## src/hw/rtl/hbc_pkg.sv

```systemverilog
`timescale 1ns / 1ps
package hbc_pkg;

	localparam int FRAC_BITS_DEF = 10;

	localparam int CFG_IDX_W  = 3;
	localparam int CFG_DATA_W = 16;
	localparam int WEIGHT_W   = 11;
	localparam int SPEED_W    = 16;
	localparam int COUNT_W    = 12;
	localparam int HALL_W     = 3;
	localparam int PAIR_W     = 3;
	localparam int PROD_W     = WEIGHT_W + SPEED_W;
	localparam int DIV_CNT_W  = 4;

	localparam logic [SPEED_W-1:0] SPEED_MAX = '1;
	localparam logic [COUNT_W-1:0] COUNT_MAX = '1;

	localparam logic [0:0]          RST_START_ENABLE   = 1'b0;
	localparam logic [1:0]          RST_DIRECTION_MODE = 2'd1;
	localparam logic [WEIGHT_W-1:0] RST_FILTER_K_NEW   = 11'd355;
	localparam logic [WEIGHT_W-1:0] RST_FILTER_K_OLD   = 11'd669;
	localparam logic [SPEED_W-1:0]  RST_RATE_NUM       = 16'd16384;
	localparam logic [COUNT_W-1:0]  RST_STALL_LIMIT    = 12'd2000;

	localparam logic [1:0] DIR_FWD = 2'd1;
	localparam logic [1:0] DIR_REV = 2'd2;

	localparam logic [HALL_W-1:0] HALL_BAD_LO = 3'd0;
	localparam logic [HALL_W-1:0] HALL_BAD_HI = 3'd7;

	typedef enum logic [CFG_IDX_W-1:0] {
		REG_START_ENABLE   = 3'd0,
		REG_DIRECTION_MODE = 3'd1,
		REG_FILTER_K_NEW   = 3'd2,
		REG_FILTER_K_OLD   = 3'd3,
		REG_RATE_NUM       = 3'd4,
		REG_STALL_LIMIT    = 3'd5
	} reg_idx_t;

	localparam logic [PAIR_W-1:0] FWD_PAIR [8] = '{3'd0, 3'd2, 3'd4, 3'd1, 3'd0, 3'd5, 3'd3, 3'd0};
	localparam logic [PAIR_W-1:0] REV_PAIR [8] = '{3'd0, 3'd3, 3'd5, 3'd0, 3'd1, 3'd4, 3'd2, 3'd0};

	typedef struct packed {
		logic                start_enable;
		logic [1:0]          direction_mode;
		logic [WEIGHT_W-1:0] filter_k_new;
		logic [WEIGHT_W-1:0] filter_k_old;
		logic [SPEED_W-1:0]  rate_num;
		logic [COUNT_W-1:0]  stall_limit;
	} cfg_t;

	typedef struct packed {
		logic idle;
		logic capture;
		logic eval;
		logic mix_a;
		logic mix_b;
		logic div_setup;
		logic div_step;
		logic mix_c;
		logic mix_d;
		logic load_out;
	} cmd_t;

	typedef struct packed {
		logic run_change;
		logic div_needed;
		logic div_last;
	} status_t;

	function automatic logic code_valid(input logic [HALL_W-1:0] h);
		return (h != HALL_BAD_LO) && (h != HALL_BAD_HI);
	endfunction

	function automatic logic [SPEED_W-1:0] sat16(input logic [PROD_W:0] v);
		return (v > {{(PROD_W+1-SPEED_W){1'b0}}, SPEED_MAX}) ? SPEED_MAX : v[SPEED_W-1:0];
	endfunction

endpackage

```

## src/hw/rtl/hbc_ctrl.sv

```systemverilog
`timescale 1ns / 1ps
module hbc_ctrl
	import hbc_pkg::*;
(
	input  logic    clk,
	input  logic    arst_n,
	input  logic    in_valid,
	input  logic    out_free,
	input  status_t status,
	output cmd_t    cmd
);

	typedef enum logic [8:0] {
		S_IDLE      = 9'b000000001,
		S_EVAL      = 9'b000000010,
		S_MIX_A     = 9'b000000100,
		S_MIX_B     = 9'b000001000,
		S_DIV_SETUP = 9'b000010000,
		S_DIV       = 9'b000100000,
		S_MIX_C     = 9'b001000000,
		S_MIX_D     = 9'b010000000,
		S_DONE      = 9'b100000000
	} state_t;

	state_t state_q, state_d;

	always_ff @(posedge clk or negedge arst_n) begin
		if (!arst_n) begin
			state_q <= S_IDLE;
		end else begin
			state_q <= state_d;
		end
	end

	always_comb begin
		state_d = state_q;
		cmd     = '0;
		case (state_q)
			S_IDLE: begin
				cmd.idle    = 1'b1;
				cmd.capture = in_valid;
				if (in_valid) state_d = S_EVAL;
			end
			S_EVAL: begin
				cmd.eval = 1'b1;
				state_d  = status.run_change ? S_MIX_A : S_DONE;
			end
			S_MIX_A: begin
				cmd.mix_a = 1'b1;
				state_d   = S_MIX_B;
			end
			S_MIX_B: begin
				cmd.mix_b = 1'b1;
				state_d   = S_DIV_SETUP;
			end
			S_DIV_SETUP: begin
				cmd.div_setup = 1'b1;
				state_d       = status.div_needed ? S_DIV : S_MIX_C;
			end
			S_DIV: begin
				cmd.div_step = 1'b1;
				if (status.div_last) state_d = S_MIX_C;
			end
			S_MIX_C: begin
				cmd.mix_c = 1'b1;
				state_d   = S_MIX_D;
			end
			S_MIX_D: begin
				cmd.mix_d = 1'b1;
				state_d   = S_DONE;
			end
			S_DONE: begin
				cmd.load_out = out_free;
				if (out_free) state_d = S_IDLE;
			end
			default: begin
				state_d = S_IDLE;
			end
		endcase
	end

endmodule

```

## src/hw/rtl/hbc_datapath.sv

```systemverilog
`timescale 1ns / 1ps
module hbc_datapath
	import hbc_pkg::*;
#(
	parameter int FRAC_BITS = FRAC_BITS_DEF
) (
	input  logic                clk,
	input  logic                arst_n,
	input  cfg_t                cfg,
	input  cmd_t                cmd,
	input  logic [HALL_W-1:0]   hall_code,
	output status_t             status,
	output logic                apply_q,
	output logic [PAIR_W-1:0]   pair_q,
	output logic                stop_q,
	output logic [SPEED_W-1:0]  speed_value_q,
	output logic [SPEED_W-1:0]  speed_smoothed_q
);

	logic [HALL_W-1:0]    hall_q;
	logic [HALL_W-1:0]    prev_hall_q;
	logic [COUNT_W-1:0]   period_count_q;
	logic [SPEED_W-1:0]   count_filtered_q;
	logic                 valid_q;
	logic [PROD_W:0]      acc_q;
	logic [SPEED_W-1:0]   rem_q;
	logic [SPEED_W-1:0]   quo_q;
	logic [DIV_CNT_W-1:0] div_cnt_q;

	logic                 hall_ok;
	logic                 changed;
	logic                 pick_ok;
	logic [PAIR_W-1:0]    pick_pair;
	logic [COUNT_W-1:0]   count_inc;
	logic                 stall_hit;
	logic                 eval_apply;
	logic [PAIR_W-1:0]    eval_pair;
	logic                 eval_stop;
	logic [WEIGHT_W-1:0]  mul_a;
	logic [SPEED_W-1:0]   mul_b;
	logic [PROD_W-1:0]    prod;
	logic [PROD_W:0]      prod_sh;
	logic [PROD_W:0]      mix_sum;
	logic [SPEED_W:0]     rem_trial;
	logic                 q_bit;
	logic [SPEED_W:0]     rem_diff;

	assign hall_ok = code_valid(hall_q);
	assign changed = hall_q != prev_hall_q;

	always_comb begin
		pick_ok   = 1'b0;
		pick_pair = '0;
		if (hall_ok && cfg.direction_mode == DIR_FWD) begin
			pick_ok   = 1'b1;
			pick_pair = FWD_PAIR[hall_q];
		end else if (hall_ok && cfg.direction_mode == DIR_REV) begin
			pick_ok   = 1'b1;
			pick_pair = REV_PAIR[hall_q];
		end
	end

	assign count_inc = (period_count_q == COUNT_MAX) ? period_count_q
	                                                 : period_count_q + 1'b1;
	assign stall_hit = count_inc >= cfg.stall_limit;

	always_comb begin
		eval_apply = 1'b0;
		eval_pair  = '0;
		eval_stop  = 1'b0;
		if (cfg.start_enable && changed) begin
			eval_apply = pick_ok;
			eval_pair  = pick_pair;
			eval_stop  = !hall_ok;
		end else if (cfg.start_enable && stall_hit) begin
			eval_apply = pick_ok;
			eval_pair  = pick_pair;
			eval_stop  = 1'b1;
		end
	end

	always_comb begin
		mul_a = cfg.filter_k_old;
		mul_b = count_filtered_q;
		if (cmd.mix_b) begin
			mul_a = cfg.filter_k_new;
			mul_b = {{(SPEED_W-COUNT_W){1'b0}}, period_count_q};
		end else if (cmd.mix_c) begin
			mul_a = cfg.filter_k_old;
			mul_b = speed_smoothed_q;
		end else if (cmd.mix_d) begin
			mul_a = cfg.filter_k_new;
			mul_b = speed_value_q;
		end
	end

	assign prod    = PROD_W'(mul_a) * PROD_W'(mul_b);
	assign prod_sh = {1'b0, prod} >> FRAC_BITS;
	assign mix_sum = acc_q + prod_sh;

	assign rem_trial = {rem_q, quo_q[SPEED_W-1]};
	assign rem_diff  = rem_trial - {1'b0, count_filtered_q};
	assign q_bit     = rem_trial >= {1'b0, count_filtered_q};

	assign status.run_change = cfg.start_enable && changed;
	assign status.div_needed = valid_q && (count_filtered_q != '0);
	assign status.div_last   = div_cnt_q == '1;

	always_ff @(posedge clk) begin
		if (cmd.capture) hall_q <= hall_code;
		if (cmd.eval) valid_q <= hall_ok;
		if (cmd.mix_a || cmd.mix_c) acc_q <= prod_sh;
		if (cmd.div_setup) begin
			rem_q     <= '0;
			quo_q     <= cfg.rate_num;
			div_cnt_q <= '0;
		end else if (cmd.div_step) begin
			rem_q     <= q_bit ? rem_diff[SPEED_W-1:0] : rem_trial[SPEED_W-1:0];
			quo_q     <= {quo_q[SPEED_W-2:0], q_bit};
			div_cnt_q <= div_cnt_q + 1'b1;
		end
	end

	always_ff @(posedge clk or negedge arst_n) begin
		if (!arst_n) begin
			prev_hall_q      <= '0;
			period_count_q   <= '0;
			count_filtered_q <= '0;
			speed_value_q    <= '0;
			speed_smoothed_q <= '0;
			apply_q          <= 1'b0;
			pair_q           <= '0;
			stop_q           <= 1'b0;
		end else begin
			if (cmd.eval) begin
				prev_hall_q <= hall_q;
				apply_q     <= eval_apply;
				pair_q      <= eval_pair;
				stop_q      <= eval_stop;
				if (cfg.start_enable && !changed) begin
					period_count_q <= stall_hit ? '0 : count_inc;
					if (stall_hit) speed_smoothed_q <= '0;
				end
			end
			if (cmd.mix_b) begin
				count_filtered_q <= sat16(mix_sum);
				period_count_q   <= '0;
			end
			if (cmd.div_setup) begin
				if (!valid_q) speed_value_q <= '0;
				else if (count_filtered_q == '0) speed_value_q <= SPEED_MAX;
			end
			if (cmd.div_step && status.div_last) begin
				speed_value_q <= {quo_q[SPEED_W-2:0], q_bit};
			end
			if (cmd.mix_d) speed_smoothed_q <= sat16(mix_sum);
		end
	end

endmodule

```

## src/hw/rtl/hall_bldc_commutator_speed.sv

```systemverilog
`timescale 1ns / 1ps
// A disabled or unchanged hall code goes from accept straight to the result; a code change
// with an invalid code or a zero filtered count runs the filter steps but skips the divider,
// and any other code change also runs the restoring divider; the result load waits on output stall.
// The block takes one item at a time; the next item is taken in the cycle after the result loads.
// Reset (arst_n low) clears all measurement state and loads the register defaults.
module hall_bldc_commutator_speed
	import hbc_pkg::*;
#(
	parameter int FRAC_BITS = FRAC_BITS_DEF
) (
	input  logic                  clk,
	input  logic                  arst_n,
	input  logic                  cfg_valid,
	output logic                  cfg_ready,
	input  logic [CFG_IDX_W-1:0]  cfg_index,
	input  logic [CFG_DATA_W-1:0] cfg_data,
	input  logic                  in_valid,
	output logic                  in_stall,
	input  logic [HALL_W-1:0]     hall_code,
	output logic                  out_valid,
	input  logic                  out_stall,
	output logic                  drive_apply,
	output logic [PAIR_W-1:0]     drive_pair,
	output logic                  motor_stop,
	output logic [SPEED_W-1:0]    speed_raw,
	output logic [SPEED_W-1:0]    speed_filtered
);

	cfg_t    cfg_q;
	cmd_t    cmd;
	status_t status;
	logic    out_valid_q;
	logic    out_free;

	logic               apply_w;
	logic [PAIR_W-1:0]  pair_w;
	logic               stop_w;
	logic [SPEED_W-1:0] speed_value_w;
	logic [SPEED_W-1:0] speed_smoothed_w;

	logic               drive_apply_q;
	logic [PAIR_W-1:0]  drive_pair_q;
	logic               motor_stop_q;
	logic [SPEED_W-1:0] speed_raw_q;
	logic [SPEED_W-1:0] speed_filtered_q;

	assign cfg_ready = 1'b1;

	always_ff @(posedge clk or negedge arst_n) begin
		if (!arst_n) begin
			cfg_q.start_enable   <= RST_START_ENABLE;
			cfg_q.direction_mode <= RST_DIRECTION_MODE;
			cfg_q.filter_k_new   <= RST_FILTER_K_NEW;
			cfg_q.filter_k_old   <= RST_FILTER_K_OLD;
			cfg_q.rate_num       <= RST_RATE_NUM;
			cfg_q.stall_limit    <= RST_STALL_LIMIT;
		end else if (cfg_valid && cfg_ready) begin
			case (cfg_index)
				REG_START_ENABLE:   cfg_q.start_enable   <= cfg_data[0];
				REG_DIRECTION_MODE: cfg_q.direction_mode <= cfg_data[1:0];
				REG_FILTER_K_NEW:   cfg_q.filter_k_new   <= cfg_data[WEIGHT_W-1:0];
				REG_FILTER_K_OLD:   cfg_q.filter_k_old   <= cfg_data[WEIGHT_W-1:0];
				REG_RATE_NUM:       cfg_q.rate_num       <= cfg_data[SPEED_W-1:0];
				REG_STALL_LIMIT:    cfg_q.stall_limit    <= cfg_data[COUNT_W-1:0];
				default: begin
				end
			endcase
		end
	end

	assign out_free = !out_valid_q || !out_stall;
	assign in_stall = !cmd.idle;

	hbc_ctrl u_ctrl (
		.clk      (clk),
		.arst_n   (arst_n),
		.in_valid (in_valid),
		.out_free (out_free),
		.status   (status),
		.cmd      (cmd)
	);

	hbc_datapath #(
		.FRAC_BITS (FRAC_BITS)
	) u_datapath (
		.clk              (clk),
		.arst_n           (arst_n),
		.cfg              (cfg_q),
		.cmd              (cmd),
		.hall_code        (hall_code),
		.status           (status),
		.apply_q          (apply_w),
		.pair_q           (pair_w),
		.stop_q           (stop_w),
		.speed_value_q    (speed_value_w),
		.speed_smoothed_q (speed_smoothed_w)
	);

	always_ff @(posedge clk or negedge arst_n) begin
		if (!arst_n) begin
			out_valid_q <= 1'b0;
		end else if (cmd.load_out) begin
			out_valid_q <= 1'b1;
		end else if (!out_stall) begin
			out_valid_q <= 1'b0;
		end
	end

	always_ff @(posedge clk) begin
		if (cmd.load_out) begin
			drive_apply_q    <= apply_w;
			drive_pair_q     <= pair_w;
			motor_stop_q     <= stop_w;
			speed_raw_q      <= speed_value_w;
			speed_filtered_q <= speed_smoothed_w;
		end
	end

	assign out_valid      = out_valid_q;
	assign drive_apply    = drive_apply_q;
	assign drive_pair     = drive_pair_q;
	assign motor_stop     = motor_stop_q;
	assign speed_raw      = speed_raw_q;
	assign speed_filtered = speed_filtered_q;

endmodule

```

## config.mk

```make
export PLATFORM = sky130hd
export DESIGN_NAME = hall_bldc_commutator_speed
export DESIGN_NICKNAME = d
export VERILOG_FILES = /design/src/hw/rtl/hbc_pkg.sv /design/src/hw/rtl/hbc_ctrl.sv /design/src/hw/rtl/hbc_datapath.sv /design/src/hw/rtl/hall_bldc_commutator_speed.sv
export SDC_FILE = /design/constraint.sdc
export NUM_CORES = 1
export LEC_CHECK = 0
export ABC_AREA = 1
export ABC_CLOCK_PERIOD_IN_PS = 10200
export BUFFER_PORTS_ARGS = -buffer_cell sky130_fd_sc_hd__buf_2
export CORE_MARGIN = 4
export CORE_UTILIZATION = 40
export DETAILED_ROUTE_END_ITERATION = 8
export SYNTH_ARGS = -nofsm -noshare
export SYNTH_HDL_FRONTEND = slang
export SYNTH_SLANG_ARGS = --single-unit
```

## constraint.sdc

```tcl
create_clock -name clk -period 10.2 [get_ports clk]
set_input_delay 1.53 -clock clk [delete_from_list [all_inputs] [get_ports clk]]
set_output_delay 1.53 -clock clk [all_outputs]
set_load 0.02 [all_outputs]
```

==> metrics.md <==
| Metric | Value |
|---|---|
| Die ar. | `45600 µm²` |
| Mux share of post-synthesis cell area | `0.00444` |
| Detailed Routing Iterations Pass 1 | `5` |
| Most frequent cell on the critical path | `inv_1` |
| Worst path slowest cell | `nand2_1` |
| Die Wd | `214 µm` |
| Post-route setup TNS | `0 ns` |
| Worst min-delay path class | `flop to flop` |
| Wire per inst | `roughly 18 µm` |
| Cells after Synth | `around 2000` |
| Vias/cell | `5.25` |
| CP required | `10.62 ns` |
| Post-Synth XOR/XNOR Area | `0.0259` |
| Post-layout util | `0.445` |
| Number of flops mapped to enable cells by yosys | `between 70 and 80` |
| Hold Fails Final Rpt | `0` |
| # setup viols final | `0` |
| DRC | `0` |
| Unrepaired setup endpoints after global routing | `false` |
| Clock latency on the worst-skew pair | `between 0.5 and 0.6 ns` |
| Post-synth ARST share | `0.582` |
| PD cells | `281 nW/µm²` |
| Critical path startpoint category | `flop` |
| Crit path buf inv count | `9` |
| Skew final | `around 0.035 ns` |
| Relative slew slack | `0.260` |
| Initial antenna violation count | `0` |
| Worst setup EP type | `flop` |
| Synth Area in Simple Gates | `0.182` |
| FP Rows | `75` |
| Die H | `~210 µm` |
| Yosys reg bits | `approximately 230` |
| R2R Path End | `u_datapath.count_filtered_q[2]` |
| Largest family of logic cells by synthesized area | `adder cells` |
| Total Wirelength | `about 47000 µm` |
| Crit Reg-Reg Startpoint | `u_ctrl.state_q[4]` |
| Adder-cell share of the synthesized area | `0.233` |
| Clock Path Buffers | `3` |
| Sink Count | `225` |
| Measured slew at the worst slew-check pin | `approximately 1.1 ns` |
| First-pass GRT wire length | `74700 µm` |
| Syn. warnings | `0` |
| Register area share after synthesis | `0.350` |
| Antenna Nets Post-Route | `0` |
| Port Buf Inserts | `65` |
| Fillers | `4140` |
| Clock Tree Root | `clkbuf_16` |
| IO Count | `67` |
| CTS tree | `yes` |
| Reg2Reg Depth | `39` |
| Hold Path Sink | `speed_raw[14]` |
| Slack of the worst reg-to-reg path | `about 0.94 ns` |
| Share of layout cells above drive strength 1 | `0.0993` |
| Detailed Place HPWL | `37400 µm` |
| Final net count | `2310` |
| Mapped Area | `between 15000 and 20000 µm²` |
| Compound-gate portion of the synthesized area | `0.113` |
| Cell family with most CP delay | `adder cells` |
| Gp weighted congestion | `approximately 0.95` |
| Vias | `13678` |
| Max cap viols | `0` |
| Worst vdd rail ir drop | `between 150 and 200 µV` |
| Vias in the first global route | `between 10000 and 15000` |
| Distinct cells, synth | `just over 60` |
| Total clock buffers created by CTS | `26` |
| Fin crit period | `~9.3 ns` |
| Starting Density | `0.404` |
| Hold Startpoint | `u_datapath.speed_value_q[14]` |
| Slowest stage delay, CP | `about 0.6 ns` |
| Total track usage | `0.208` |
| Largest net degree at the start of global routing | `slightly below 80` |
| Post-Syn Nets | `approximately 2300` |
| Number of setup buffers added after CTS | `0` |
| Crit path kind | `flop to flop` |
| Cell count along the critical path | `39` |
| Critical path peak fanout | `21` |
| Remaining Overflow, GRT | `0` |
| Hold-fix buffer count after cts | `0` |
| Fin. max-slew vios | `0` |
| Hold depth | `0` |
| Fin crit share | `0.908` |
| Syn Area/Cell | `approximately 8.5 µm²` |
| Maximum clock rate | `about 110 MHz` |
| Post-cts sizing count | `0` |
| Reg clk slew, reported paths | `0.06 ns` |
| CP arrival | `9.67 ns` |
| N_diodes | `0` |
| Core region area | `roughly 42000 µm²` |
| Post-synth top flop | `dfrtp_1` |
| Initial DRC count | `973` |
| CTS H-tree depth | `1` |
| Layout area overhead | `10.0%` |
| Status | `complete, no violations` |
| P_leak | `a little over 9 nW` |
-- kinds of logic (layout without fill, tap and decap cells) --
kind of cell,count (synthesis),after routing
simple gates,742,742
buf+inv,390,469
compound gates,331,331
fa+ha+maj,239,239
flops,225,225
xor+xnor,50,50
mux,7,7
other cells,1,1
-- cell usage in the layout, fill, tap and decap left out, types with 4 or more instances in the layout --
master / count
o21ai_1: 9
clkinv_1: 7
nor2_2: 11
nor2_1: 138
a31oi_1: 12
o21ai_2: 10
nor3_1: 14
o22ai_1: 11
nand3_1: 58
a21oi_1: 82
clkbuf_1: 4
mux2_2: 4
dfstp_2: 20
o21ai_0: 156
fa_1: 126
inv_1: 333
buf_4: 9
or2_2: 11
o221ai_1: 17
xnor2_1: 22
dfxtp_1: 20
inv_2: 9
clkinv_2: 6
nand2_2: 12
dfrtp_1: 111
xor2_1: 28
ha_1: 113
nor4_1: 8
a21o_1: 5
buf_2: 64
o211ai_1: 7
nand2_1: 465
clkbuf_16: 26
nand4_1: 13
edfxtp_1: 74
-- through the flow --
stage          area (µm²)  setup slack [ns]  hold WS [ns]  power [mW]  instances
2_1_floorplan       16900              2.76         0.425        3.48       1985
3_3_place_gp        17800              1.01         0.431        4.28       2555
3_5_place_dp        17800             0.968         0.436        4.30       2555
4_1_cts             18600             0.936         0.452        5.26       2603
5_1_grt             18600            0.0938         0.457        5.74       2603
6_report            18600             0.941         0.454        5.23       2603
-- metal layers --
| layer | wire length, µm | share of wire | up-vias | GRT usage |
|---|---|---|---|---|
| met4 | 1350 | 0.029 | 0 | 0.0569 |
| met2 | 21400 | 0.46 | 422 | 0.337 |
| li1 | - | - | 6485 | - |
| met1 | 21200 | 0.45 | 6689 | 0.294 |
| met5 | 0 | 0 | - | 0 |
| met3 | 2990 | 0.064 | 82 | 0.0306 |
-- synth_stat cells (11+ instances only) --
| cell | number | area, µm² |
|---|---|---|
| dfxtp_1 | 20 | 400 |
| nand4_1 | 13 | 81.3 |
| clkbuf_1 | 23 | 86.3 |
| o22ai_1 | 11 | 68.8 |
| dfrtp_1 | 111 | 2780 |
| nor3_1 | 14 | 70.1 |
| fa_1 | 126 | 2520 |
| nor2_2 | 11 | 68.8 |
| ha_1 | 113 | 1410 |
| xnor2_1 | 22 | 193 |
| a31oi_1 | 12 | 75.1 |
| or2_2 | 11 | 68.8 |
| edfxtp_1 | 74 | 2220 |
| nand2_2 | 12 | 75.1 |
| nand3_1 | 58 | 290 |
| inv_1 | 333 | 1250 |
| nor2_1 | 139 | 522 |
| dfstp_2 | 20 | 526 |
| a21oi_1 | 82 | 410 |
| xor2_1 | 28 | 245 |
| nand2_1 | 465 | 1750 |
| o221ai_1 | 17 | 149 |
| o21ai_0 | 156 | 781 |
-- power breakdown --
part | total, mW | internal [mW] | switching [mW]
combinational | 3.07 | 1.07 | 2.00
clock | 0.934 | 0.544 | 0.391
sequential | 1.23 | 1.12 | 0.105
-- worst max path at each step --
stage                      start                             end
2_1_floorplan  u_ctrl.state_q[2]  u_datapath.count_filtered_q[8]
3_3_place_gp   u_ctrl.state_q[2]  u_datapath.count_filtered_q[2]
3_5_place_dp   u_ctrl.state_q[2]  u_datapath.speed_smoothed_q[5]
4_1_cts        u_ctrl.state_q[2]  u_datapath.count_filtered_q[2]
5_1_grt        u_ctrl.state_q[2]  u_datapath.count_filtered_q[2]
6_report       u_ctrl.state_q[4]  u_datapath.count_filtered_q[2]
-- sequential cells by signal (all words and copies together), names as in the netlist, 16 cells and up --
| signal | cells |
|---|---|
| speed_raw | 16 |
| u_datapath.speed_value_q | 16 |
| u_datapath.rem_q | 16 |
| speed_filtered | 16 |
| u_datapath.quo_q | 16 |
| cfg_q | 53 |
| u_datapath.count_filtered_q | 16 |
| u_datapath.speed_smoothed_q | 16 |
| u_datapath.acc_q | 17 |
-- final cells by class --
type | count | area, µm² | share of cell area
multi-input cells | 1370 | 9450 | 0.508
clock buffers | 33 | 707 | 0.0380
clock inverters | 15 | 146 | 0.00787
flip-flops and latches | 225 | 5930 | 0.318
inverters | 347 | 1310 | 0.0703
well taps | 539 | 674 | 0.0362
repair buffers | 74 | 399 | 0.0214
(Power assumes the default switching activity.)
